[config.mk]
export PLATFORM = sky130hd
export DESIGN_NAME = pgc_vec_cell
export DESIGN_NICKNAME = d
export VERILOG_FILES = /design/src/rtl/core/pgc_pkg.sv /design/src/rtl/core/pgc_vec_cell.sv
export SDC_FILE = /design/constraint.sdc
export NUM_CORES = 1
export LEC_CHECK = 0
export BUFFER_PORTS_ARGS = -buffer_cell sky130_fd_sc_hd__clkbuf_2
export CAP_MARGIN = 20
export CORE_MARGIN = 5
export CORE_UTILIZATION = 53
export DETAILED_ROUTE_END_ITERATION = 10
export GPL_TIMING_DRIVEN = 0
export PLACE_DENSITY = 0.78
export SETUP_SLACK_MARGIN = 0.05
export SLEW_MARGIN = 15
export SYNTH_ARGS = -nofsm -noshare
export SYNTH_HDL_FRONTEND = slang
export SYNTH_SLANG_ARGS = --single-unit
export TNS_END_PERCENT = 5
[constraint.sdc]
create_clock -name clk_i -period 5.89 [get_ports clk_i]
set_input_delay 0.2945 -clock clk_i [delete_from_list [all_inputs] [get_ports clk_i]]
set_output_delay 0.2945 -clock clk_i [all_outputs]
set_load 0.05 [all_outputs]
[src/rtl/core/pgc_pkg.sv]
// Package for the pursuit guidance command block.
// Angle constants, arctangent steps, register and status codes, default sizes.
// No dependencies.
package pgc_pkg;

  localparam int COORD_WIDTH_DEF   = 16;
  localparam int CORDIC_STAGES_DEF = 16;

  // angles in rad * 2^30, wide enough for unreduced bearing differences
  localparam int ANG_W  = 38;
  // bearing / asin terms after rounding to rad * 8192
  localparam int RB_W   = ANG_W - 17;
  // rotation CORDIC coordinates, Q.30 plus growth
  localparam int RW     = 34;
  // vectoring CORDIC on (cos, sin)
  localparam int V2W    = 35;
  localparam int S_W    = 32;
  localparam int SQ_W   = 62;
  localparam int SQRT_CELLS = 31;

  localparam logic signed [ANG_W-1:0] ANG_HALF_PI = 38'sd1686629713;
  localparam logic signed [ANG_W-1:0] ANG_PI      = 38'sd3373259426;
  localparam logic signed [ANG_W-1:0] ANG_TWO_PI  = 38'sd6746518852;
  localparam logic signed [RW-1:0]    INV_GAIN    = 34'sd652032874;
  localparam logic [SQ_W-1:0]         ONE_Q60     = SQ_W'(1) << 60;

  localparam logic [14:0] NAV_GAIN_RST      = 15'd4915;
  localparam logic [14:0] VIEW_LIMIT_RST    = 15'd5734;
  localparam logic [15:0] GOAL_DISTANCE_RST = 16'd102;
  localparam logic [13:0] MAX_TURN_RST      = 14'd1229;
  localparam logic [13:0] CRUISE_SPEED_RST  = 14'd410;
  localparam logic [15:0] TURN_GAIN_RST     = 16'd21845;

  typedef enum logic [2:0] {
    CFG_NAV_GAIN      = 3'd0,
    CFG_VIEW_LIMIT    = 3'd1,
    CFG_GOAL_DISTANCE = 3'd2,
    CFG_MAX_TURN      = 3'd3,
    CFG_CRUISE_SPEED  = 3'd4,
    CFG_TURN_GAIN     = 3'd5
  } cfg_reg_e;

  typedef enum logic [1:0] {
    ST_TRACK = 2'd0,
    ST_CLIP  = 2'd1,
    ST_VIEW  = 2'd2,
    ST_GOAL  = 2'd3
  } status_e;

  localparam logic signed [ANG_W-1:0] ATAN_LO [11] = '{
    38'sd843314857, 38'sd497837829, 38'sd263043837, 38'sd133525159,
    38'sd67021687,  38'sd33543516,  38'sd16775851,  38'sd8388437,
    38'sd4194283,   38'sd2097149,   38'sd1048576
  };

  // atan(2^-i) in rad * 2^30
  function automatic logic signed [ANG_W-1:0] atan_step(input int i);
    logic signed [ANG_W-1:0] r;
    r = '0;
    if (i < 11) begin
      r = ATAN_LO[i];
    end else if (i <= 30) begin
      r = ANG_W'(64'sd1 <<< (30 - i));
    end
    return r;
  endfunction

endpackage

[src/rtl/core/pgc_vec_cell.sv]
// One vectoring CORDIC cell: rotates (x, y) toward the x axis, sums the angle.
// Depends on pgc_pkg.
module pgc_vec_cell #(
  parameter int XW    = 35,
  parameter int STAGE = 0
) (
  input  logic                             clk_i,
  input  logic signed [XW-1:0]             x_i,
  input  logic signed [XW-1:0]             y_i,
  input  logic signed [pgc_pkg::ANG_W-1:0] z_i,
  input  logic                             zf_i,
  output logic signed [XW-1:0]             x_o,
  output logic signed [XW-1:0]             y_o,
  output logic signed [pgc_pkg::ANG_W-1:0] z_o,
  output logic                             zf_o
);
  import pgc_pkg::*;

  localparam logic signed [ANG_W-1:0] Atan = atan_step(STAGE);

  logic signed [XW-1:0]    xs, ys, x_d, y_d, x_q, y_q;
  logic signed [ANG_W-1:0] z_d, z_q;
  logic                    zf_q;

  always_comb begin
    xs = x_i >>> STAGE;
    ys = y_i >>> STAGE;
    if (!y_i[XW-1]) begin
      x_d = x_i + ys;
      y_d = y_i - xs;
      z_d = z_i + Atan;
    end else begin
      x_d = x_i - ys;
      y_d = y_i + xs;
      z_d = z_i - Atan;
    end
  end

  always_ff @(posedge clk_i) begin
    x_q  <= x_d;
    y_q  <= y_d;
    z_q  <= z_d;
    zf_q <= zf_i;
  end

  assign x_o  = x_q;
  assign y_o  = y_q;
  assign z_o  = z_q;
  assign zf_o = zf_q;

endmodule

Yosys cells after proc, flatten, opt, wreduce, memory -nomap -nowiden
Index checks and enable logic that the tools add are counted.
- $add $sub $neg: 5
- multiplexer cells: 3
- operator list (kind ; number):
    $mux 35 ; 2
    $sub 35x35->35 ; 2
    $add 38x31->38 const B ; 1
    $mux 38 ; 1
    $sub 38x31->38 const B ; 1
    $add 35x35->35 ; 1
- bits in registers: 109
- input bits: 110
- logic and storage cells: 12
- output and inout port bits: 109

Logic depth before layout (Yosys ltp)
Gate-level depths: netlist of run 1.
- word-level depth: 2
- depth in mapped cells: 14
- mapped depth without buffers: 12

Least setup slack after synthesis of run 1
OpenSTA, ideal clock, no wires.
- kind: input -> register
- start: in y_i[34]
- end: reg z_q[31], in the netlist z_o[31]
- library setup time: 0.121 ns
- buffers on the path: 2
- required time: 5.769 ns
- path slack: 2.393 ns
- arrival: 3.376 ns
- stages: 13
- cells stage by stage: clkbuf_1 inv_1 buf_1 ha_1 o211ai_1 o21ai_0 o2111ai_1 o21ai_1 a41oi_1 o41ai_1 a21o_1 a21oi_1 xnor2_1
- cells in the longest elaborated chain, start to end: 1
- ends and longest elaborated chain (element ; RTL line ; text):
    start, declared ; pgc_vec_cell.sv:9 ; input logic signed [XW-1:0] y_i,
    $mux 38 ; pgc_vec_cell.sv:28 ; if (!y_i[XW-1]) begin
    net z_d[31] ; pgc_vec_cell.sv:22 ; logic signed [ANG_W-1:0] z_d, z_q;
    end signal, assigned ; pgc_vec_cell.sv:42 ; z_q <= z_d;
    end, declared ; pgc_vec_cell.sv:22 ;
The timed path passes the listed nets, and every way through them passes these cells.

Worst setup path in the final report of run 1
- start: in y_i[34]
- end: reg z_q[33], in the netlist z_o[33]
Same word-level chain as after synthesis.

==> impl_metrics.yaml, run 1 <==
run_status:
  outcome: "complete, no violations"
setup_path:
  crit_type: "in2reg"
  crit_fanout: 24
  arrival_ns: 5.07
  cp_data_required_time_ns: 6.18
  endpoint_kind: "flip-flop"
  crit_path_start_kind: "input port"
timing:
  timing.final.crit_share_pct: 81.2
  tns_ns: 0
  slew_violations: 0
  worst-slew-pin-transition_ns: 0.908
  hold_viol_final: 0
  setup-violations-final: 0
  fmaxAchievable_mhz: 209
  fin_crit_ns: 4.78
  slew_headroom_pct: 39.5
  grt_setup_unrepaired: "no"
floorplanning:
  fp-row-count: 50
  die_h_um: 146
  die_w_um: 146
  ios: 219
  initial_core_util_pct: 53.3
  coreArea_sq_mm: 0.0185
  dieArea_sq_mm: 0.0215
yosys:
  postSynth.asyncResetShare_pct: 0
  syn_area_per_cell_sq_um: 7.74
  syn-cell-area_sq_mm: 0.00987
  synth_mux_area_share_pct: 1.13
  ys_warn_count: 0
  synth_compound_area_share_pct: 28.9
  ys.flop_type: "dfxtp_1"
  synth_edf_count: 0
  synth_xor_area_share_pct: 8.96
  ys_types: 67
  synth_top_family_by_area: "compound AO/OA/AOI/OAI gates"
  synth_seq_area_share_pct: 21.9
  yosys.area_share.adder_pct: 18.3
  synthesis.nets: 1528
  yosys.area_share.simple_pct: 14.4
  syn_inst: 1276
  ys_ff_latch: 108
power:
  clkPwrFrac_pct: 18.9
  p_comb_share_pct: 52.5
  p_switching_w: 0.00164
  seq_power_share_pct: 28.6
  internal-power_w: 0.00169
  total_power_w: 0.00333
  power_switching_share_pct: 49.3
  powerDensity_mw_per_mm2: 288
  ir_drop_v: 0.000211
  p_leak_nw: 5.66
hold_path:
  holdCritPathClass: "in2reg"
clock_network:
  cts_tree: "yes"
  clkTransAtPathRegs_ns: 0.08
  cts.sinks: 108
  clockRootBuffer: "clkbuf_16"
  hold_buffers: 0
  cts_setup_buffers: 0
  cts_buffers: 9
  clockBufferDepth: 2
  cts_htree_levels: 3
  cts-resized-gates: 0
cells_and_area:
  fin_nets: 1757
  drive_gt1_share_pct: 17.1
  layout_common_cells: "clkbuf_2 (218), a21oi_1 (145), ha_1 (138), inv_1 (111), nor2_1 (110)"
  layoutNonFillerInstCount: 1744
  area_delta_synth_final_pct: 17.1
  final_area_sq_mm: 0.0116
  final_common_cell: "clkbuf_2"
  n_antenna_cell: 0
routing:
  ant_nets: 0
  dr.first_iter.drc_count: 819
  wl_per_cell_um: 18.6
  dr.pass1.iters: 6
  drc_errors: 0
  vias_per_cell: 5.95
  num_vias: 10400
  wl_um: 32500
place:
  dpl.cell_count: 1728
  io_buffers: 218
  placed_cell_area_sq_mm: 0.0113
  gp_congestion: 1.00
  hpwlAfterDp_um: 26000
global_route:
  first_global_vias: 9880
  overflow: 0
  grt_pass1_wl_um: 51400
  grt_antenna_before_repair: 0
  grt_usage_pct: 29.4
  grt_max_degree: 25
run:
  cap_violations: 0
==> per-stage QoR <==
| stage | util (%) | setup WS, ns | hold slack (ns) |
|---|---|---|---|
| 6_report | 62.4 | 1.11 | 0.0268 |
| 5_1_grt | 62.4 | 0.945 | 0.0189 |
| 4_1_cts | 62.4 | 1.25 | 0.0180 |
| 3_5_place_dp | 60.8 | 0.894 | 0.399 |
| 3_3_place_gp | 60.8 | 0.363 | 0.396 |
| 2_1_floorplan | - | 2.39 | 0.322 |
==> worst paths after layout <==
| check | startpoint | to | slack (ns) | cells after the start |
|---|---|---|---|---|
| setup / recovery | y_i[34] | z_o[33] | 1.11 | 14 |
| hold / removal | zf_i | zf_o | 0.03 | 1 |
==> logic make-up (layout without fill, tap and decap cells) <==
kind of cell	after synthesis	in the layout
AO/OA/AOI/OAI	450	450
AND/OR/NAND/NOR	299	299
buffers and inverters	165	399
adder cells (fa/ha/maj)	142	142
flip-flops	108	108
XOR/XNOR	101	101
multiplexers	11	11
==> cell usage after synthesis, drive strengths merged, types with 5 or more instances <==
cell / count / area, sq um
a21oi: 145 / 726
clkbuf: 38 / 143
dfxtp: 108 / 2160
nand3: 15 / 75.1
o21bai: 24 / 180
a31oi: 14 / 87.6
inv: 111 / 417
a211oi: 19 / 143
mux2i: 10 / 100
buf: 14 / 65.1
nand2b: 23 / 144
nor2: 110 / 413
nand2: 59 / 221
a21o: 51 / 383
o21a: 12 / 90.1
nor2b: 11 / 68.8
o41ai: 5 / 43.8
o211ai: 9 / 67.6
xnor2: 79 / 692
nor3: 29 / 145
a31o: 7 / 61.3
or3: 6 / 37.5
o21ai: 99 / 495
a2111oi: 7 / 61.3
and3: 8 / 50.1
a221o: 6 / 60.1
xor2: 22 / 193
nand4: 14 / 87.6
and2: 5 / 31.3
o31ai: 7 / 52.6
ha: 138 / 1730
==> routing by layer <==
layer	vias up	track usage, %	routed length (um)
li1	4994	-	-
met1	4721	38.6	13800
met2	547	48.2	14600
met3	107	4.13	2570
met4	0	12.8	1480
met5	-	0	0
==> worst max-delay path: stages <==
cell	delay, ns
clkbuf_2	0.54
clkbuf_1	0.42
inv_1	0.24
buf_2	0.39
ha_1	0.47
o211ai_1	0.10
o21ai_0	0.39
o2111ai_1	0.20
o21ai_1	0.31
a41oi_1	0.34
o41ai_1	0.81
inv_1	0.09
o21ai_0	0.24
xor2_1	0.19
==> flip-flops by register name, indices dropped and copies added (netlist names) <==
signal	flops
y_o	34
z_o	38
x_o	35
zf_o	1
==> power groups by stage <==
stage	Combinational, W	Clock [W]	Sequential [W]
6_report	0.00175	0.000630	0.000951
3_5_place_dp	0.00172	0	0.000969
5_1_grt	0.00186	0.000680	0.000969
4_1_cts	0.00173	0.000640	0.000953
3_3_place_gp	0.00172	0	0.000963
2_1_floorplan	0.000673	0	0.00157
==> layout make-up <==
| cell class | count | area, sq um |
|---|---|---|
| plain buffers | 52 | 209 |
| clock buffers | 9 | 225 |
| clock inverters | 7 | 73.8 |
| fillers | 1742 | 6960 |
| inverters | 113 | 424 |
| multi-input cells | 1003 | 7080 |
| flip-flops and latches | 108 | 2160 |
| well taps | 234 | 293 |
| repair buffers | 218 | 1090 |
(Power assumes the default switching activity.)
==> inputs of run 2 (changes only) <==
Clock period 5.89 ns to 4.5 ns, I/O delays scaled along.
==> run 2 against run 1 <==
- final area is 0.14% higher
- clock power is 31% higher
- wire length is 0.39% higher
- via count hardly changed
- power is 31% higher
- global-route usage hardly changed
- sequential power is 30% higher
- die area stayed put
==> impl_metrics.yaml, run 2 (same netlist as run 1, synthesis figures left out) <==
run_status:
  outcome: "complete, no violations"
cells_and_area:
  area_delta_synth_final_pct: 17.2
  layout_common_cells: "clkbuf_2 (217), a21oi_1 (145), ha_1 (138), inv_1 (111), nor2_1 (110)"
  final_area_sq_mm: 0.0116
  fin_nets: 1757
  largest_reg_flops: 38
  final_common_cell: "clkbuf_2"
  n_antenna_cell: 0
  drive_gt1_share_pct: 17.2
  fillers: 1739
routing:
  met3_length_um: 2600
  dr.first_iter.drc_count: 794
  wl_per_cell_um: 18.7
  drc_errors: 0
  ant_nets: 0
  dr.pass1.iters: 5
  dr.max_layer_used: "met4"
  wl_met1_um: 13800
  met2WireLength_um: 14800
  wl_um: 32600
  vias_per_cell: 5.95
  num_vias: 10400
setup_path:
  endpoint_kind: "flip-flop"
  crit_type: "in2reg"
  crit_path_start_kind: "input port"
  crit_fanout: 30
  cp_data_required_time_ns: 4.79
  arrival_ns: 4.36
place:
  placed_cell_area_sq_mm: 0.0113
  hpwlAfterDp_um: 26000
  io_buffers: 218
  gp_congestion: 1.00
  place_ws_ns: -0.427
timing:
  fmaxAchievable_mhz: 246
  fin_crit_ns: 4.07
  worst-slew-pin-transition_ns: 0.922
  slew_violations: 0
  grt_setup_unrepaired: "no"
  fin_hold_ws_ns: 0.0498
  slew_headroom_pct: 38.5
  worst_slack_ns: 0.428
  hold_viol_final: 0
  setup-violations-final: 0
  timing.final.crit_share_pct: 90.5
clock_network:
  clkTransAtPathRegs_ns: 0.09
  cts_tree: "yes"
  clockRootBuffer: "clkbuf_16"
  cts_htree_levels: 3
  cts.sinks: 108
  cts_buffers: 9
  clockBufferDepth: 2
global_route:
  first_global_vias: 9895
  grt_antenna_before_repair: 0
  grt_pass1_wl_um: 51400
  grt_usage_pct: 29.4
  overflow: 0
  grt_max_degree: 25
floorplanning:
  die_h_um: 146
  coreArea_sq_mm: 0.0185
  initial_core_util_pct: 53.3
  dieArea_sq_mm: 0.0215
  fp-row-count: 50
  ios: 219
  die_w_um: 146
hold_path:
  holdCritPathClass: "in2reg"
power:
  p_leak_nw: 5.67
  ir_drop_v: 0.000277
  powerDensity_mw_per_mm2: 377
run:
  cap_violations: 0
==> run 2: cell count changes in the layout (fill, tap and decap cells not counted) <==
cell           before  now
clkbuf_1           38   37
clkbuf_2          218  217
clkbuf_4            0    1
dlygate4sd3_1       0    1
o41ai_1             5    4
o41ai_2             0    1
==> run 2: per-layer routing <==
| layer | vias up | GRT usage [%] |
|---|---|---|
| li1 | 4988 | - |
| met1 | 4758 | 38.7 |
| met2 | 532 | 48.2 |
| met3 | 94 | 4.16 |
| met4 | 0 | 12.8 |
| met5 | - | 0 |
==> run 2: area by class of cell <==
class                           count  area (sq um)  share of cell area, %
Multi-Input combinational cell   1003          7090                   61.2
Tap cell                          234           293                   2.53
Sequential cell                   108          2160                   18.7
Clock buffer                        9           225                   1.95
Buffer                             51           205                   1.77
Inverter                          113           424                   3.66
Clock inverter                      7          73.8                  0.638
Timing Repair Buffer              219          1100                   9.53
==> run 2: worst paths after layout <==
kind | from | end | cells past startpoint
worst max-delay path | y_i[34] | z_o[32] | 13
worst min-delay path | z_i[0] | z_o[0] | 2
==> run 2: power by group <==
part | internal (W) | switching (W) | leakage [nW] | total, W
Clock | 0.000397 | 0.000429 | 0.148 | 0.000825
Combinational | 0.000631 | 0.00166 | 4.61 | 0.00229
Sequential | 0.00118 | 0.0000631 | 0.911 | 0.00124
==> run 2: through the flow <==
stage	util, %	std cells	total power, W	setup TNS [ns]
floorplan	-	1276	0.00294	0
global placement	60.8	1728	0.00351	-8.79
detailed placement	60.8	1728	0.00353	-1.50
CTS	62.5	1745	0.00436	0
global route	62.5	1744	0.00459	0
finish	62.5	1744	0.00436	0
==> run 2: critical path, stage by stage <==
cell       delay [ns]
clkbuf_4         0.33
inv_1            0.31
buf_2            0.59
ha_1             0.33
o211ai_1         0.11
o21ai_0          0.45
o2111ai_1        0.26
a31oi_1          0.47
a32oi_1          0.23
a31oi_1          0.39
a31oi_1          0.20
o21ai_0          0.25
xor2_1           0.19
==> run 2: repair_timing <==
action	in CTS	in global routing
resized for setup	1	2
hold endpoints to repair	1	0
setup endpoints to repair	2	8
hold buffers	1	0
pin swaps	0	0
setup buffers	0	0
