[src/rtl/core/pgc_pkg.sv]
// Package for the pursuit guidance command block.
// Angle constants, arctangent steps, register and status codes, default sizes.
// No dependencies.
package pgc_pkg;

  localparam int COORD_WIDTH_DEF   = 16;
  localparam int CORDIC_STAGES_DEF = 16;

  // angles in rad * 2^30, wide enough for unreduced bearing differences
  localparam int ANG_W  = 38;
  // bearing / asin terms after rounding to rad * 8192
  localparam int RB_W   = ANG_W - 17;
  // rotation CORDIC coordinates, Q.30 plus growth
  localparam int RW     = 34;
  // vectoring CORDIC on (cos, sin)
  localparam int V2W    = 35;
  localparam int S_W    = 32;
  localparam int SQ_W   = 62;
  localparam int SQRT_CELLS = 31;

  localparam logic signed [ANG_W-1:0] ANG_HALF_PI = 38'sd1686629713;
  localparam logic signed [ANG_W-1:0] ANG_PI      = 38'sd3373259426;
  localparam logic signed [ANG_W-1:0] ANG_TWO_PI  = 38'sd6746518852;
  localparam logic signed [RW-1:0]    INV_GAIN    = 34'sd652032874;
  localparam logic [SQ_W-1:0]         ONE_Q60     = SQ_W'(1) << 60;

  localparam logic [14:0] NAV_GAIN_RST      = 15'd4915;
  localparam logic [14:0] VIEW_LIMIT_RST    = 15'd5734;
  localparam logic [15:0] GOAL_DISTANCE_RST = 16'd102;
  localparam logic [13:0] MAX_TURN_RST      = 14'd1229;
  localparam logic [13:0] CRUISE_SPEED_RST  = 14'd410;
  localparam logic [15:0] TURN_GAIN_RST     = 16'd21845;

  typedef enum logic [2:0] {
    CFG_NAV_GAIN      = 3'd0,
    CFG_VIEW_LIMIT    = 3'd1,
    CFG_GOAL_DISTANCE = 3'd2,
    CFG_MAX_TURN      = 3'd3,
    CFG_CRUISE_SPEED  = 3'd4,
    CFG_TURN_GAIN     = 3'd5
  } cfg_reg_e;

  typedef enum logic [1:0] {
    ST_TRACK = 2'd0,
    ST_CLIP  = 2'd1,
    ST_VIEW  = 2'd2,
    ST_GOAL  = 2'd3
  } status_e;

  localparam logic signed [ANG_W-1:0] ATAN_LO [11] = '{
    38'sd843314857, 38'sd497837829, 38'sd263043837, 38'sd133525159,
    38'sd67021687,  38'sd33543516,  38'sd16775851,  38'sd8388437,
    38'sd4194283,   38'sd2097149,   38'sd1048576
  };

  // atan(2^-i) in rad * 2^30
  function automatic logic signed [ANG_W-1:0] atan_step(input int i);
    logic signed [ANG_W-1:0] r;
    r = '0;
    if (i < 11) begin
      r = ATAN_LO[i];
    end else if (i <= 30) begin
      r = ANG_W'(64'sd1 <<< (30 - i));
    end
    return r;
  endfunction

endpackage

[src/rtl/core/pgc_rot_cell.sv]
// One rotation CORDIC cell: turns (x, y) by +-atan(2^-STAGE) to drive z to zero.
// Depends on pgc_pkg.
module pgc_rot_cell #(
  parameter int STAGE = 0
) (
  input  logic                             clk_i,
  input  logic signed [pgc_pkg::RW-1:0]    x_i,
  input  logic signed [pgc_pkg::RW-1:0]    y_i,
  input  logic signed [pgc_pkg::ANG_W-1:0] z_i,
  output logic signed [pgc_pkg::RW-1:0]    x_o,
  output logic signed [pgc_pkg::RW-1:0]    y_o,
  output logic signed [pgc_pkg::ANG_W-1:0] z_o
);
  import pgc_pkg::*;

  localparam logic signed [ANG_W-1:0] Atan = atan_step(STAGE);

  logic signed [RW-1:0]    xs, ys, x_d, y_d, x_q, y_q;
  logic signed [ANG_W-1:0] z_d, z_q;

  always_comb begin
    xs = x_i >>> STAGE;
    ys = y_i >>> STAGE;
    if (!z_i[ANG_W-1]) begin
      x_d = x_i - ys;
      y_d = y_i + xs;
      z_d = z_i - Atan;
    end else begin
      x_d = x_i + ys;
      y_d = y_i - xs;
      z_d = z_i + Atan;
    end
  end

  always_ff @(posedge clk_i) begin
    x_q <= x_d;
    y_q <= y_d;
    z_q <= z_d;
  end

  assign x_o = x_q;
  assign y_o = y_q;
  assign z_o = z_q;

endmodule

[config.mk]
export PLATFORM = sky130hd
export DESIGN_NAME = pgc_rot_cell
export DESIGN_NICKNAME = d
export VERILOG_FILES = /design/src/rtl/core/pgc_pkg.sv /design/src/rtl/core/pgc_rot_cell.sv
export SDC_FILE = /design/constraint.sdc
export NUM_CORES = 1
export LEC_CHECK = 0
export ABC_AREA = 1
export BUFFER_PORTS_ARGS = -buffer_cell sky130_fd_sc_hd__buf_2
export CAP_MARGIN = 25
export CORE_UTILIZATION = 40
export CTS_CLUSTER_SIZE = 10
export DETAILED_ROUTE_END_ITERATION = 6
export GPL_TIMING_DRIVEN = 0
export PLACE_DENSITY = 0.64
export SETUP_SLACK_MARGIN = 0.15
export SLEW_MARGIN = 20
export SYNTH_ARGS = -nofsm -noshare
export SYNTH_HDL_FRONTEND = slang
export SYNTH_SLANG_ARGS = --single-unit
export TNS_END_PERCENT = 5
[constraint.sdc]
create_clock -name clk_i -period 2 [get_ports clk_i]
set_input_delay 0.2 -clock clk_i [delete_from_list [all_inputs] [get_ports clk_i]]
set_output_delay 0.2 -clock clk_i [all_outputs]
set_load 0.02 [all_outputs]
# ---- Word-level counts from Yosys, hierarchy flattened
# Cells that the tools add are included.
dict set report op_classes {
  n_addsub 5
  n_mux 3
}
# operator n
set ops {}
lappend ops {{34-bit two-way mux} 2}
lappend ops {{34-bit subtractor} 2}
lappend ops {{38-bit by 31-bit adder with 38-bit output (second input constant)} 1}
lappend ops {{38-bit two-way mux} 1}
lappend ops {{38-bit by 31-bit subtractor with 38-bit output (second input constant)} 1}
lappend ops {{34-bit adder} 1}
dict set report word_totals {
  reg_bits 106
  elab_cells 11
  inputBits 107
}

# ---- Logic depth before layout (Yosys ltp)
# Gate-level depths: netlist (run 1).
dict set report depth {
  word_depth 2
  ltp_mapped 17
}

# ---- Worst setup path before layout (run 1)
# OpenSTA, ideal clock, no wires.
dict set report synth_timing {
  path_kind {input to register}
  start {input z_i[37] (netlist name)}
  end {register z_q[31], in the netlist z_o[31]}
  arrival_time_ns 1.945
  slack_ns -0.058
  stages 16
  n_path_buf 2
  setup_ns 0.112
  required_ns 1.888
  path_cell_list {clkbuf_1 > inv_2 > buf_6 > ha_1 > a21oi_1 > nand2_1 > nand2_1 > nand2_1 > nand2_1 > nand2_1 > nand3_1 > nand2_1 > nand2_1 > nand2_1 > nand2_1 > nand2_1}
}
dict set report synth_via {
  elab_chain_cells 1
}
# item line_no
set synth_rtl {}
lappend synth_rtl {{start: declaration} pgc_rot_cell.sv:9} ;# input logic signed [pgc_pkg::ANG_W-1:0] z_i,
lappend synth_rtl {{38-bit two-way mux} pgc_rot_cell.sv:24} ;# if (!z_i[ANG_W-1]) begin
lappend synth_rtl {{net z_d[31]} pgc_rot_cell.sv:19} ;# logic signed [ANG_W-1:0] z_d, z_q;
lappend synth_rtl {{end signal: assignment} pgc_rot_cell.sv:38} ;# z_q <= z_d;
lappend synth_rtl {{end: declaration} pgc_rot_cell.sv:19}
# The timed path passes the listed nets, and every way through them passes these cells.

# ---- Worst setup path in the final report (run 1)
dict set report layout_timing {
  start {input x_i[4] (netlist name)}
  end {register x_q[13], in the netlist x_o[13]}
}
dict set report layout_via {
  elab_chain_cells 2
  elab_cells_between_ends 3
}
# item line_no
set layout_rtl {}
lappend layout_rtl {{start: declaration} pgc_rot_cell.sv:7} ;# input logic signed [pgc_pkg::RW-1:0] x_i,
lappend layout_rtl {{34-bit subtractor or 34-bit adder (tied branches)} {pgc_rot_cell.sv:25, pgc_rot_cell.sv:29}}
lappend layout_rtl {{34-bit two-way mux *} pgc_rot_cell.sv:24}
lappend layout_rtl {{net x_d[13]} pgc_rot_cell.sv:18} ;# logic signed [RW-1:0] xs, ys, x_d, y_d, x_q, y_q;
lappend layout_rtl {{end signal: assignment} pgc_rot_cell.sv:36} ;# x_q <= x_d;
lappend layout_rtl {{end: declaration} pgc_rot_cell.sv:18}
# Mark *: on every way through the listed nets, which the timed path passes. The rest lies on a longest branch.

==> results of run 1 <==
==> what timing repair did <==
item / in CTS / in global routing
gates resized for setup: 55 / 209
pin swaps: 4 / 17
endpoints found under the setup margin: 60 / 69
cloned: 2 / 0
buffers inserted: 3 / 13
==> sequential cells by signal (all words and copies together) (netlist names) <==
register / cells
x_o: 34
y_o: 33
z_o: 38
==> metal layers <==
metal | part of all wire | global-route usage | up-vias | wire length, um
li1 | - | - | 6836 | -
met1 | 0.44 | 0.381 | 6335 | 20400
met2 | 0.47 | 0.527 | 484 | 22200
met3 | 0.058 | 0.0422 | 82 | 2710
met4 | 0.030 | 0.114 | 2 | 1410
met5 | 0.00026 | 0 | - | 12
==> cells in the final DEF (no fill, tap or decap), types with 4 or more instances in the layout <==
cell,n
nand4_1,19
xnor2_1,7
nand2_4,5
or2_2,4
inv_2,16
a21oi_4,8
nand3_1,175
a21oi_2,42
nand2_1,544
o22ai_1,7
o21ai_2,10
ha_1,115
nor2_1,120
nand2_2,38
nor2_2,44
o21ai_1,29
nor2_4,12
nand3_2,7
buf_2,224
ha_4,10
nor3_2,7
o21ai_0,82
a21o_1,6
a21oi_1,120
nor3_1,16
o21bai_1,13
buf_4,30
dfxtp_1,105
inv_1,270
ha_2,11
clkbuf_16,10
clkbuf_1,4
clkbuf_4,5
o211ai_1,5
o21a_1,11
xor2_1,42
==> per-stage QoR <==
step           hold WS [ns]  cell area [um2]
2_1_floorplan         0.300            11900
3_3_place_gp          0.458            13400
3_5_place_dp          0.458            13400
4_1_cts              0.0702            14000
5_1_grt              0.0930            14700
6_report             0.0796            14700
==> power by group <==
| group | switching (mW) | total [mW] | internal [mW] | leakage [nW] |
|---|---|---|---|---|
| clock network | 0.880 | 1.72 | 0.838 | 0.129 |
| registers | 0.101 | 2.60 | 2.50 | 0.886 |
| logic | 3.21 | 4.77 | 1.57 | 6.64 |
| total | 4.19 | 9.09 | 4.90 | 7.65 |
==> worst paths after layout <==
| kind | start | end | slack (ns) | depth (start not counted) |
|---|---|---|---|---|
| worst min-delay path | z_i[0] | z_o[0]$_DFF_P_ | 0.08 | 2 |
| worst max-delay path | x_i[4] | x_o[13]$_DFF_P_ | 0.14 | 10 |
==> cell type report <==
type / count / area [um2] / share of cell area
Clock buffer: 10 / 229 / 0.0155
Buffer: 42 / 329 / 0.0223
Clock inverter: 4 / 27.5 / 0.00187
Multi-Input combinational cell: 1541 / 9200 / 0.625
Timing Repair Buffer: 230 / 1250 / 0.0850
Inverter: 291 / 1110 / 0.0754
Tap cell: 384 / 480 / 0.0326
Sequential cell: 105 / 2100 / 0.143
==> cell families (layout without fill, tap and decap cells) <==
logic type | Yosys count | in the layout | share of synthesized area
buf+inv | 333 | 577 | 0.115
mux | 1 | 1 | 0.000846
simple gates | 1007 | 1007 | 0.362
compound gates | 344 | 344 | 0.158
flops | 105 | 105 | 0.178
fa+ha+maj | 140 | 140 | 0.151
xor+xnor | 49 | 49 | 0.0363
==> flow_summary.ini, run 1 <==
[finish]
fillers = 3113
final_util = 0.509
area_growth_pct = 24.4
fin_cells = 2607
antenna_cells = 0
drive_gt1_frac = 0.234
nNetsFinal = 2467

[detailed_routing]
totalWireLength_um = 46700
vias = 13739
drtIter0Drc = 826
drtAntennaViolNets = 0
wl_per_cell_um = 17.9
dr.pass1.iters = 6
post_drt_via_cell_ratio = 5.27
drc_errors = 0

[worst_setup_path]
crit_fanout = 4
startpoint_type = input port
crit_path_end_kind = register
arrival_ns = 2.11
critPathKind = in -> reg
worst_ep_required_time_ns = 2.25
cp_slowest_cell = ha_1
cpLargestDelayFamily = compound AO/OA/AOI/OAI gates
cp_slowest_stage_delay_ns = 0.36
cp_num_buf_inv = 2
worstPathCellList = buf_2 -> inv_1 -> ha_1 -> a21oi_1 -> nand2_1 -> a21oi_1 -> o21ai_2 -> or2_2 -> nand3_1 -> nand2_1

[global_routing]
track_usage = 0.304
grt_pass1_vias = 13305
grt_pass1_wl_um = 70900
gr-total-overflow = 0
antenna_found_initial = 1
grt_max_degree = 18

[timing]
fin_crit_ns = 1.86
grt_setup_unrepaired = true
max_freq_ghz = 0.537
max-slew-margin-rel = 0.403
finalSetupViolations = 0
timing.final.hold_violations = 0
slew_viol_final = 0
finalSetupTns_ns = 0
worst_slack_ns = 0.139
tightestPinTransition_ns = 0.895
min_period_over_period = 0.931

[yosys]
ys.flop_type = dfxtp_1
synthTopCellsByArea = nand2_1 18%, dfxtp_1 18%, ha_1 14%
synth_edf_count = 0
ys_top_cells_by_count = 572 x nand2_1, 282 x inv_1, 182 x nand3_1
syn-mean-instance-area_um2 = 5.98
ys_warn_count = 0
synth_top_area_frac = 0.181
ys_ff_latch = 105
syn_nets = 2226
async_flop_share = 0
synth_most_common_cell = nand2_1
synthCells = 1979
yosysSeqAreaShare = 0.178
synthDistinctLibCells = 47
yosys.area.top_type = nand2_1
syn_area_um2 = 11800

[clock_network]
cts.sinks = 105
root_buffer = clkbuf_16
clock_path_buffers = 2
clk_pin_slew_ns = 0.07
tritoncts = built
htree_num_levels = 3
cts_hold_buf = 0
numCtsBuffers = 9

[power_and_ir_drop]
p_leak_nw = 7.65
power.density_nw_per_um2 = 618
vdd_drop_max_mv = 0.400
power.total_mw = 9.09

[floorplan]
start_util = 0.409
die_w_um = 174
io_pins = 213
core_um2 = 28900
dieHeight_um = 174
num_rows = 62
die_area_um2 = 30300

[placed_design]
io_buffers = 212
place_ws_ns = -0.832
gp_congestion = 0.975
dp_hpwl_um = 39200
dp_cells = 2575

[worst_hold_path]
hp-class = in -> reg

[flow_run]
maxCapViolations = 0

[outcome]
status = complete, no violations
No activity file was read; power rests on OpenSTA's default activity.
==> run 2: changes to the inputs <==
RECOVER_POWER = 25   (was not set)
SKIP_LAST_GASP = 1   (was not set)
==> flow_summary.ini, run 2 (synthesis gave the netlist of run 1 again) <==
[power_and_ir_drop]
power_frac_comb = 0.522
vdd_drop_max_mv = 0.400
seqPwrFrac = 0.288
swShare = 0.464
p_clk_frac = 0.190
p_leak_nw = 7.52
p_int_mw = 4.85
power.density_nw_per_um2 = 617
power.total_mw = 9.06
p_sw_mw = 4.20

[timing]
max-slew-margin-rel = 0.402
slew_viol_final = 0
grt_setup_unrepaired = true
finalSetupViolations = 0
worst_slack_ns = 0.117
finalSetupTns_ns = 0
holdWs_ns = 0.105
tightestPinTransition_ns = 0.897
timing.final.hold_violations = 0
max_freq_ghz = 0.531
fin_crit_ns = 1.88
min_period_over_period = 0.942

[worst_hold_path]
hp-class = in -> reg
whs_path_depth = 2

[detailed_routing]
drtAntennaViolNets = 0
wl_per_cell_um = 17.9
vias = 13782
dr.pass1.iters = 5
drtIter0Drc = 873
totalWireLength_um = 46700
drc_errors = 0
post_drt_via_cell_ratio = 5.29

[floorplan]
num_rows = 62
io_pins = 213
die_area_um2 = 30300
dieHeight_um = 174
core_um2 = 28900
die_w_um = 174
start_util = 0.409

[global_routing]
track_usage = 0.304
gr-total-overflow = 0
grt_pass1_wl_um = 70900
antenna_found_initial = 1
grt_pass1_vias = 13305
grt_max_degree = 18

[finish]
drive_gt1_frac = 0.213
mostFrequentLayoutCell = nand2_1
layout_common_cells = 544 x nand2_1, 270 x inv_1, 177 x buf_2
largest_register_ff_count = 38
nNetsFinal = 2467
antenna_cells = 0
final_area_um2 = 14700
area_growth_pct = 23.9

[outcome]
status = complete, no violations

[worst_setup_path]
worstPathCellList = buf_2 -> inv_1 -> ha_1 -> a21oi_1 -> nand2_1 -> a21oi_1 -> o21ai_2 -> or2_2 -> nand3_1 -> nand2_1
startpoint_type = input port
worst_ep_required_time_ns = 2.25
arrival_ns = 2.14
cp_slowest_stage_delay_ns = 0.36
cp_slowest_cell = ha_1
crit_fanout = 4
crit_path_end_kind = register
critPathKind = in -> reg

[clock_network]
cts_hold_buf = 0
clock_path_buffers = 2
cts.sinks = 105
tritoncts = built
htree_num_levels = 3
root_buffer = clkbuf_16
numCtsBuffers = 9
clk_pin_slew_ns = 0.07

[placed_design]
dp_hpwl_um = 39200
place_ws_ns = -0.832
io_buffers = 212
gp_congestion = 0.975
post_dp_cell_area_um2 = 13400

[flow_run]
maxCapViolations = 0
## run 2: cell types whose count changed in the layout (fill, tap and decap cells not counted), sizes merged
cell / previous run / this run
clkbuf: 19 / 66
buf: 263 / 216
## run 2: path summary, 6_finish.rpt
kind                    from               to
worst min-delay path  z_i[0]   z_o[0]$_DFF_P_
worst max-delay path  x_i[4]  x_o[13]$_DFF_P_
## run 2: cell type report
class / instances / area [um2]
flip-flops and latches: 105 / 2100
well taps: 384 / 480
inverters: 291 / 1110
repair buffers: 230 / 1190
fillers: 3137 / 14300
clock inverters: 4 / 27.5
multi-input cells: 1541 / 9200
clock buffers: 10 / 229
plain buffers: 42 / 329
## run 2: per-layer routing
| layer | vias to the layer above | global-route usage | part of all wire |
|---|---|---|---|
| met5 | - | 0 | 0.00026 |
| met4 | 2 | 0.114 | 0.030 |
| met3 | 82 | 0.0422 | 0.056 |
| met2 | 458 | 0.527 | 0.48 |
| met1 | 6405 | 0.381 | 0.44 |
| li1 | 6835 | - | - |
## run 2: power groups by stage
stage / clock network, mW / registers, mW / logic, mW
floorplan: 0 / 3.18 / 2.30
global placement: 0 / 2.64 / 4.31
detailed placement: 0 / 2.65 / 4.31
CTS: 1.77 / 2.61 / 4.42
global route: 1.84 / 2.65 / 5.12
finish: 1.73 / 2.61 / 4.72
## run 2: critical path: cells and delay by family
family / cells / cell delay, ns
adders and majority gates: 1 / 0.36
AOI/OAI and AO/OA: 3 / 0.83
and+or+nand+nor: 4 / 0.59
buffers and inverters: 2 / 0.16
## run 2: through the flow
step,cells,util
after CTS,2594,0.483
after global placement,2575,0.464
final,2607,0.507
after detailed placement,2575,0.464
after floorplan,1979,-
after global routing,2607,0.507
## run 2: repair_timing
item                                    CTS  global route
pin swaps                                 4            17
gates resized for setup                  55           209
cloned                                    2             0
setup buffers                             3            13
endpoints found under the setup margin   60            69
