===== src/rtl/core/pgc_pkg.sv =====
// Package for the pursuit guidance command block.
// Angle constants, arctangent steps, register and status codes, default sizes.
// No dependencies.
package pgc_pkg;

  localparam int COORD_WIDTH_DEF   = 16;
  localparam int CORDIC_STAGES_DEF = 16;

  // angles in rad * 2^30, wide enough for unreduced bearing differences
  localparam int ANG_W  = 38;
  // bearing / asin terms after rounding to rad * 8192
  localparam int RB_W   = ANG_W - 17;
  // rotation CORDIC coordinates, Q.30 plus growth
  localparam int RW     = 34;
  // vectoring CORDIC on (cos, sin)
  localparam int V2W    = 35;
  localparam int S_W    = 32;
  localparam int SQ_W   = 62;
  localparam int SQRT_CELLS = 31;

  localparam logic signed [ANG_W-1:0] ANG_HALF_PI = 38'sd1686629713;
  localparam logic signed [ANG_W-1:0] ANG_PI      = 38'sd3373259426;
  localparam logic signed [ANG_W-1:0] ANG_TWO_PI  = 38'sd6746518852;
  localparam logic signed [RW-1:0]    INV_GAIN    = 34'sd652032874;
  localparam logic [SQ_W-1:0]         ONE_Q60     = SQ_W'(1) << 60;

  localparam logic [14:0] NAV_GAIN_RST      = 15'd4915;
  localparam logic [14:0] VIEW_LIMIT_RST    = 15'd5734;
  localparam logic [15:0] GOAL_DISTANCE_RST = 16'd102;
  localparam logic [13:0] MAX_TURN_RST      = 14'd1229;
  localparam logic [13:0] CRUISE_SPEED_RST  = 14'd410;
  localparam logic [15:0] TURN_GAIN_RST     = 16'd21845;

  typedef enum logic [2:0] {
    CFG_NAV_GAIN      = 3'd0,
    CFG_VIEW_LIMIT    = 3'd1,
    CFG_GOAL_DISTANCE = 3'd2,
    CFG_MAX_TURN      = 3'd3,
    CFG_CRUISE_SPEED  = 3'd4,
    CFG_TURN_GAIN     = 3'd5
  } cfg_reg_e;

  typedef enum logic [1:0] {
    ST_TRACK = 2'd0,
    ST_CLIP  = 2'd1,
    ST_VIEW  = 2'd2,
    ST_GOAL  = 2'd3
  } status_e;

  localparam logic signed [ANG_W-1:0] ATAN_LO [11] = '{
    38'sd843314857, 38'sd497837829, 38'sd263043837, 38'sd133525159,
    38'sd67021687,  38'sd33543516,  38'sd16775851,  38'sd8388437,
    38'sd4194283,   38'sd2097149,   38'sd1048576
  };

  // atan(2^-i) in rad * 2^30
  function automatic logic signed [ANG_W-1:0] atan_step(input int i);
    logic signed [ANG_W-1:0] r;
    r = '0;
    if (i < 11) begin
      r = ATAN_LO[i];
    end else if (i <= 30) begin
      r = ANG_W'(64'sd1 <<< (30 - i));
    end
    return r;
  endfunction

endpackage


===== src/rtl/core/pgc_sqrt_cell.sv =====
// One digit cell of the square root: decides one result bit per cycle.
// Depends on pgc_pkg.
module pgc_sqrt_cell #(
  parameter int K = 0
) (
  input  logic                         clk_i,
  input  logic [pgc_pkg::SQ_W-1:0]     v_i,
  input  logic [pgc_pkg::SQ_W-1:0]     r_i,
  output logic [pgc_pkg::SQ_W-1:0]     v_o,
  output logic [pgc_pkg::SQ_W-1:0]     r_o
);
  import pgc_pkg::*;

  localparam logic [SQ_W-1:0] Bit = SQ_W'(1) << (2 * K);

  logic [SQ_W-1:0] trial, v_d, r_d, v_q, r_q;

  always_comb begin
    trial = r_i + Bit;
    if (v_i >= trial) begin
      v_d = v_i - trial;
      r_d = (r_i >> 1) + Bit;
    end else begin
      v_d = v_i;
      r_d = r_i >> 1;
    end
  end

  always_ff @(posedge clk_i) begin
    v_q <= v_d;
    r_q <= r_d;
  end

  assign v_o = v_q;
  assign r_o = r_q;

endmodule


===== config.mk =====
export PLATFORM = sky130hd
export DESIGN_NAME = pgc_sqrt_cell
export DESIGN_NICKNAME = d
export VERILOG_FILES = /design/src/rtl/core/pgc_pkg.sv /design/src/rtl/core/pgc_sqrt_cell.sv
export SDC_FILE = /design/constraint.sdc
export NUM_CORES = 1
export LEC_CHECK = 0
export BUFFER_PORTS_ARGS = -buffer_cell sky130_fd_sc_hd__buf_2
export CAP_MARGIN = 20
export CORE_ASPECT_RATIO = 1.75
export CORE_MARGIN = 3
export CORE_UTILIZATION = 35
export CTS_CLUSTER_DIAMETER = 100
export DETAILED_ROUTE_END_ITERATION = 16
export PLACE_DENSITY = 0.67
export SYNTH_ARGS = -nofsm -noshare
export SYNTH_HDL_FRONTEND = slang
export SYNTH_SLANG_ARGS = --single-unit

===== constraint.sdc =====
create_clock -name clk_i -period 8 [get_ports clk_i]
set_input_delay 0.8 -clock clk_i [delete_from_list [all_inputs] [get_ports clk_i]]
set_output_delay 0.8 -clock clk_i [all_outputs]
set_load 0.03 [all_outputs]

# After elaboration in Yosys (flattened, before gate mapping)

Cells that the tools add are included.

Add/subtract/negate cells: 3
Multiply operators: 0
Div/mod/pow operators: 0
$lt $le $gt $ge: 1
Equal/unequal tests: 0
Shift operators: 0
Multiplexer cells: 2
Bitwise operators: 0
Reduce and logical (&&, ||, !) cells: 0

Operator list:

| cell                  | number |
|---|---|
| $add 61x1->62 const B | 1 |
| $add 62x1->62 const B | 1 |
| $ge 62x62->1          | 1 |
| $mux 62               | 1 |
| $sub 62x62->62        | 1 |
| $mux 61               | 1 |

Register bits: 124
Bits in latches: 0
Memory bits (writable): 0
Bits in read-only memories: 0
Input bits: 125
Logic and storage cells: 9
Memories kept: 0

# Longest topological paths before layout

Gate-level depths: netlist of the first run.

Depth in word-level cells: 3
Depth in mapped cells: 23

# Worst setup path before layout of the first run

Ideal clock, no wire load.

Path kind: in2reg
Start: in r_i[1] (netlist bit)
End: reg v_q[42] (netlist: v_o[42])
Data arrival time: 5133 ps
Required time: 7867 ps
Path slack: 2734 ps
Cell stages on the path: 21
Path through: ha_1 nand3_1 nor2_2 nand3_1 nor4_2 nand3_1 nor4_2 nand4_1 xnor2_1 ha_1 a21o_1 a21o_1 a21o_1 a21o_1 a221o_1 a221oi_4 nand2_2 buf_2 buf_1 nor2_1 a21oi_1

Cells in the longest elaborated chain, start to end: 3

Ends and longest elaborated chain:

| element                                        | line                                     | text |
|---|---|---|
| start: declaration                             | pgc_sqrt_cell.sv:8                       | `input logic [pgc_pkg::SQ_W-1:0] r_i,` |
| $add 62x1->62 (*)                              | pgc_sqrt_cell.sv:19                      | `trial = r_i + Bit;` |
| $sub 62x62->62 or $ge 62x62->1 (tied branches) | pgc_sqrt_cell.sv:21, pgc_sqrt_cell.sv:20 |  |
| $mux 62 (*)                                    | pgc_sqrt_cell.sv:20                      | `if (v_i >= trial) begin` |
| net v_d[42]                                    | pgc_sqrt_cell.sv:16                      | `logic [SQ_W-1:0] trial, v_d, r_d, v_q, r_q;` |
| end signal: assignment                         | pgc_sqrt_cell.sv:30                      | `v_q <= v_d;` |
| end: declaration                               | pgc_sqrt_cell.sv:16                      |  |

The timed path passes the listed nets; every way through them passes the cells marked *.
A chain may end at the register's enable or synchronous reset.

# Worst setup path after layout of the first run

Start: in r_i[2] (netlist bit)
End: reg r_q[12] (netlist: r_o[12])

Cells in the longest elaborated chain, start to end: 3

Ends and longest elaborated chain:

| element                | line                | text |
|---|---|---|
| $add 62x1->62          | pgc_sqrt_cell.sv:19 |  |
| $ge 62x62->1           | pgc_sqrt_cell.sv:20 |  |
| $mux 61 (*)            | pgc_sqrt_cell.sv:20 |  |
| net r_d[12]            | pgc_sqrt_cell.sv:16 |  |
| end signal: assignment | pgc_sqrt_cell.sv:31 | `r_q <= r_d;` |
| end: declaration       | pgc_sqrt_cell.sv:16 |  |

Marked as above.

==> flow_summary.yaml, run 1 <==
routing:
  wl_met1_um: 13000
  num_vias: 9936
  wirelength_um: 37800
  ant_nets: 0
  routed_via_density: 5.55
  wl_per_cell_um: 21.1
  top_layer: "met4"
  drt_iter0_markers: 650
  drc: 0
  wl_met3_um: 1760
  dr.pass1.iters: 6
  met2_length_um: 20500
timing:
  slew_headroom_pct: 31.9
  slew_viol_final: 0
  max_freq_mhz: 159
  hold_viol_final: 0
  setup_violations: 0
  worst_pin_slew_ps: 996
  rsz0062_at_grt: "false"
  fin_setup_tns_ps: 0
  period_share_pct: 78.6
  fin_crit_ps: 6290
die:
  start_util_pct: 35.6
  coreArea_mm2: 0.0267
  ioPinCount: 249
  rows: 79
  die_x_um: 130
  fp.dieH_um: 224
  dieArea_mm2: 0.0292
global_routing:
  grt_max_degree: 85
  grt_util_all_layers_pct: 25.3
  overflow: 0
  grt_first_pass_wirelength_um: 55300
  antenna_found_initial: 0
  first_global_vias: 9864
clocking:
  clockRootBuffer: "clkbuf_16"
  cts.repair.resized: 0
  cts_tree: "built"
  clk_pin_slew_ps: 60
  cts.sinks: 124
  cts_setup_buffers: 0
  htreeDepth: 4
  clockBufferDepth: 2
  cts_made_buffers: 17
  cts_hold_buf: 0
place:
  portBuffers: 248
  dp_hpwl_um: 31700
  globalplace.congestion: 0.969
synthesis:
  ys_seq_area_share_pct: 26.2
  syn_inst: 1251
  synth-edff-count: 0
  syn_area_per_cell_um2: 7.59
  synth_cell_type_count: 71
  ys_ff_latch: 124
  async_flop_share_pct: 0
  yosysWarnings: 0
  synth_flop_cell: "dfxtp_1"
  netlist_area_mm2: 0.00949
  syn_nets: 1441
cells_and_area:
  area_growth_pct: 20.7
  final_common_cell: "buf_2"
  nNetsFinal: 1645
  final_cell_mix: "248 x buf_2, 138 x a21oi_1, 134 x nand2_1, 124 x dfxtp_1, 123 x nor2_1"
  utilization_pct: 42.9
  antenna_cells: 0
  drive_gt1_share_pct: 21.0
  fill_cells: 2784
pwr:
  swShare_pct: 37.5
  p_clk_share_pct: 33.6
  seq_power_share_pct: 31.6
  p_leak_nw: 4.91
  irDropWorstVdd_mv: 0.162
  internal_power_mw: 1.42
  p_per_area_mw_per_mm2: 199
  switchingPower_mw: 0.854
  p_comb_share_pct: 34.8
worst_setup_path:
  path_buf_inv: 3
  slowest_stage: "nor4_2"
  endpoint_kind: "register"
  crit_arrival_ps: 6670
  cp_common_cell: "a21o_1"
  startpoint_type: "primary input"
  crit_chain: "buf_2, ha_1, nand3_1, nor2_2, nand3_1, nor4_2, buf_4, nand3_1, nor4_2, nand4_1, xnor2_1, ha_1, a21o_1, a21o_1, a21o_1, a21o_1, a221o_1, a221oi_4, nand2_4, buf_12, nand4_1, xnor2_1"
  max_stage_delay_ps: 550
  critPathKind: "in2reg"
  startpoint: "r_i[2]"
  required_ps: 8380
  cp_max_fo: 84
  cpLargestDelayFamily: "simple AND/OR/NAND/NOR gates"
min_path:
  hold_end: "v_o[3]"
  worstHoldPathCells: 3
  hp-start: "v_i[3]"
  min_path_type: "in2reg"
run:
  maxCapViolCount: 0
outcome:
  outcome: "finished clean"
[through the flow]
stage / total power [mW] / instances / hold slack (ps) / setup WS [ps] / area [µm²]
2_1_floorplan: 1.27 / 1251 / 897 / 2730 / 9490
3_3_place_gp: 1.52 / 1760 / 1020 / 1500 / 10900
3_5_place_dp: 1.52 / 1760 / 1040 / 1380 / 10900
4_1_cts: 2.29 / 1791 / 557 / 1830 / 11500
5_1_grt: 2.38 / 1791 / 576 / 1380 / 11500
6_report: 2.28 / 1791 / 579 / 1710 / 11500
[power by group through the flow]
stage,Sequential [mW],Clock [mW],Combinational [mW]
after global routing,0.724,0.801,0.856
after detailed placement,0.731,0,0.787
final,0.718,0.765,0.792
after floorplan,0.883,0,0.386
after CTS,0.719,0.782,0.791
after global placement,0.732,0,0.787
[state kept, by name (all words and copies together), names as in the netlist]
name	cells
v_o	62
r_o	62
[worst min-delay path, cell delays in order]
cell and delay (ps):
buf_2 90, nand2_1 40, o21ai_1 60
[cell usage after synthesis (all sizes together) (3+ instances only)]
library cell / number / share of area (%)
a2111oi: 3 / 0.28
a211oi: 7 / 0.61
a21boi: 3 / 0.24
a21o: 33 / 2.6
a21oi: 138 / 7.3
a31oi: 8 / 0.53
and2: 12 / 0.79
and3: 24 / 1.6
and4: 3 / 0.28
buf: 32 / 2.0
clkbuf: 39 / 1.6
dfxtp: 124 / 26
ha: 64 / 8.4
inv: 31 / 1.2
nand2: 136 / 5.4
nand2b: 6 / 0.40
nand3: 58 / 3.1
nand4: 55 / 3.7
nand4b: 4 / 0.37
nor2: 125 / 5.0
nor3: 32 / 1.7
nor4: 16 / 1.4
o211ai: 4 / 0.32
o21a: 5 / 0.40
o21ai: 50 / 2.7
o21bai: 16 / 1.3
or2: 3 / 0.20
or3: 9 / 0.59
xnor2: 103 / 9.6
xor2: 75 / 6.9
[routing by layer]
layer / track usage [%] / vias up
met4: 16.4 / 0
met1: 25.1 / 4614
met3: 3.65 / 115
li1: - / 4828
met5: 0 / -
met2: 47.4 / 379
[logic make-up (layout without fill, tap and decap cells)]
family                   Yosys count  after routing  synth area share [%]
AND/OR/NAND/NOR                  493            493                  25.4
AO/OA/AOI/OAI                    289            289                  18.5
adder cells (fa/ha/maj)           65             65                  8.65
buffers and inverters            102            318                  4.81
XOR/XNOR                         178            178                  16.5
flip-flops                       124            124                  26.2
[area by class of cell]
cell class                 count  area [µm²]  share of cell area, %
clock buffer                  20         457                   3.99
timing repair buffer         256        1310                   11.5
clock inverter                11         120                   1.05
multi-input combinational   1025        6560                   57.3
sequential                   124        2480                   21.7
tap                          324         405                   3.54
inverter                      31         116                   1.02
[worst max path at each step]
| stage | to | slack (ps) | depth (start not counted) |
|---|---|---|---|
| 3_3_place_gp | r_o[12] | 1500 | 22 |
| 5_1_grt | v_o[24] | 1380 | 22 |
| 4_1_cts | r_o[12] | 1830 | 22 |
| 6_report | r_o[12] | 1710 | 22 |
| 3_5_place_dp | r_o[12] | 1380 | 22 |
| 2_1_floorplan | v_o[42] | 2730 | 21 |
Power figures use the tool's default switching activity.
==> inputs of run 2 (changes only) <==
ABC_AREA = 1   (was default)
PLACE_DENSITY = 0.65   (was 0.67)
clock period = 6.45 ns   (was 8 ns; I/O delays follow)
==> run 2 against run 1 <==
  * Sequential power rose by 31%
  * Sequential share of layout area fell by 5.0 points
  * Critical path depth fell by 2
  * Sequential cell count did not move
  * Largest power group unchanged
  * Non-clock buffer count rose by 8
  * Area after synthesis rose by 32%
  * Cell area rose by 30%
==> flow_summary.yaml, run 2 <==
die:
  ioPinCount: 249
  dieArea_mm2: 0.0382
  start_util_pct: 35.5
  die_x_um: 149
  fp.dieH_um: 256
  rows: 91
  coreArea_mm2: 0.0353
synthesis:
  ys_ff_latch: 124
  synth.most_common_cell: "nand2_1"
  syn_inst: 2268
  synth_flop_cell: "dfxtp_1"
  netlist_area_mm2: 0.0125
  ys_seq_area_share_pct: 19.8
  ys_top_cells_by_area: "nand2_1 28%, dfxtp_1 20%, inv_1 13%"
  yosys.area.top_type: "nand2_1"
  syn_area_per_cell_um2: 5.53
  yosys-top-cells-count: "937 x nand2_1, 431 x inv_1, 174 x nor2_1, 141 x xor2_1, 124 x dfxtp_1"
  syn_nets: 2458
  synth-edff-count: 0
  async_flop_share_pct: 0
  yosysWarnings: 0
  synth_top_area_share_pct: 28.0
  synth_cell_type_count: 36
min_path:
  min_path_type: "in2reg"
  hp-start: "v_i[4]"
global_routing:
  grt_util_all_layers_pct: 34.3
  overflow: 0
  antenna_found_initial: 1
  grt_first_pass_wirelength_um: 94300
  grt_max_degree: 53
  first_global_vias: 14900
place:
  portBuffers: 248
  globalplace.congestion: 1.00
  dp_hpwl_um: 58000
timing:
  fin_setup_tns_ps: 0
  worst_pin_slew_ps: 951
  setup_violations: 0
  fin_crit_ps: 5220
  worst_hold_slack_ps: 403
  slew_headroom_pct: 36.1
  max_freq_mhz: 192
  slew_viol_final: 0
  hold_viol_final: 0
  period_share_pct: 80.9
  rsz0062_at_grt: "false"
routing:
  dr.pass1.iters: 5
  ant_nets: 0
  drc: 0
  wirelength_um: 66200
  num_vias: 14700
  wl_per_cell_um: 22.1
  routed_via_density: 4.89
  drt_iter0_markers: 897
cells_and_area:
  multiInputGateArea_mm2: 0.00821
  nNetsFinal: 2713
  drive_gt1_share_pct: 13.0
  regArea_mm2: 0.00248
  final_common_cell: "nand2_1"
  final_cell_mix: "937 x nand2_1, 431 x inv_1, 248 x buf_2, 174 x nor2_1, 141 x xor2_1"
  area_growth_pct: 19.0
  fill_cells: 4056
clocking:
  clk_pin_slew_ps: 60
  cts_made_buffers: 17
  cts.repair.resized: 0
  clockBufferDepth: 2
  cts_tree: "built"
  cts.sinks: 124
  htreeDepth: 4
  clockRootBuffer: "clkbuf_16"
  cts_hold_buf: 0
  cts_setup_buffers: 0
worst_setup_path:
  cp_max_fo: 42
  slowest_stage: "buf_4"
  endpoint_kind: "register"
  startpoint: "r_i[1]"
  cp_common_cell: "nand2_1"
  max_stage_delay_ps: 410
  required_ps: 6850
  crit_chain: "buf_2, ha_1, nand3_1, inv_1, nand2_1, nor2_1, nand3_1, nor3_1, xor2_1, ha_1, a21oi_1, o21ai_0, a21oi_1, nand3_2, nor2_4, nand2_8, inv_2, buf_4, nand2_1, nand2_1"
  critPathKind: "in2reg"
  crit_arrival_ps: 5620
  startpoint_type: "primary input"
outcome:
  outcome: "finished clean"
pwr:
  p_per_area_mw_per_mm2: 222
  irDropWorstVdd_mv: 0.189
  p_leak_nw: 8.61
run:
  maxCapViolCount: 0
## run 2: changes by cell type after synthesis, sizes merged, moves of 62 or more
| cell | before | now |
|---|---|---|
| a21oi | 138 | 39 |
| inv | 31 | 441 |
| nand2 | 136 | 942 |
| nand3 | 58 | 125 |
| nor2 | 125 | 187 |
| xnor2 | 103 | 4 |
| xor2 | 75 | 141 |
## run 2: cell type report
cell class | instances | share of cell area, %
Antenna cell | 1 | 0.0168
Multi-Input combinational cell | 1675 | 55.0
Timing Repair Buffer | 264 | 9.29
Tap cell | 465 | 3.90
Sequential cell | 124 | 16.6
Clock inverter | 12 | 1.10
Clock buffer | 19 | 2.97
Inverter | 441 | 11.1
## run 2: layer usage
layer / routed length, µm / GRT usage [%] / up-vias
met2: 34200 / 62.9 / 467
met5: 0 / 0 / -
met3: 2350 / 3.62 / 172
met4: 7390 / 30.9 / 0
met1: 22200 / 32.7 / 6666
li1: - / - / 7358
## run 2: cells by family after synthesis
group	after synthesis	share of synthesized area, %
compound gates	105	4.26
buf+inv	469	14.7
flops	124	19.8
xor+xnor	145	10.1
simple gates	1360	44.5
fa+ha+maj	65	6.54
## run 2: final timing paths
check             endpoint  slack (ps)  cells after the start
setup / recovery    v_o[1]        1230                     20
hold / removal      v_o[4]         400                      3
## run 2: critical path: cells and delay by family
family | cells | cell delay [ps]
compound gates | 3 | 810
xor+xnor | 1 | 250
fa+ha+maj | 2 | 690
buf+inv | 4 | 910
simple gates | 10 | 2220
## run 2: power by group
part	switching [mW]	total, mW	internal (mW)
combinational	0.951	1.32	0.364
clock	0.434	1.05	0.621
sequential	0.0430	0.937	0.894
## run 2: through the flow
step           area [µm²]  instances  worst slack [ps]  power [mW]  utilization (%)
3_3_place_gp        14300       2969               830        2.26             40.6
6_report            14900       3001              1230        3.31             42.3
4_1_cts             14900       3000              1240        3.32             42.3
3_5_place_dp        14300       2969               781        2.26             40.6
5_1_grt             14900       3001               880        3.47             42.3
2_1_floorplan       12500       2268              2820        1.81                -
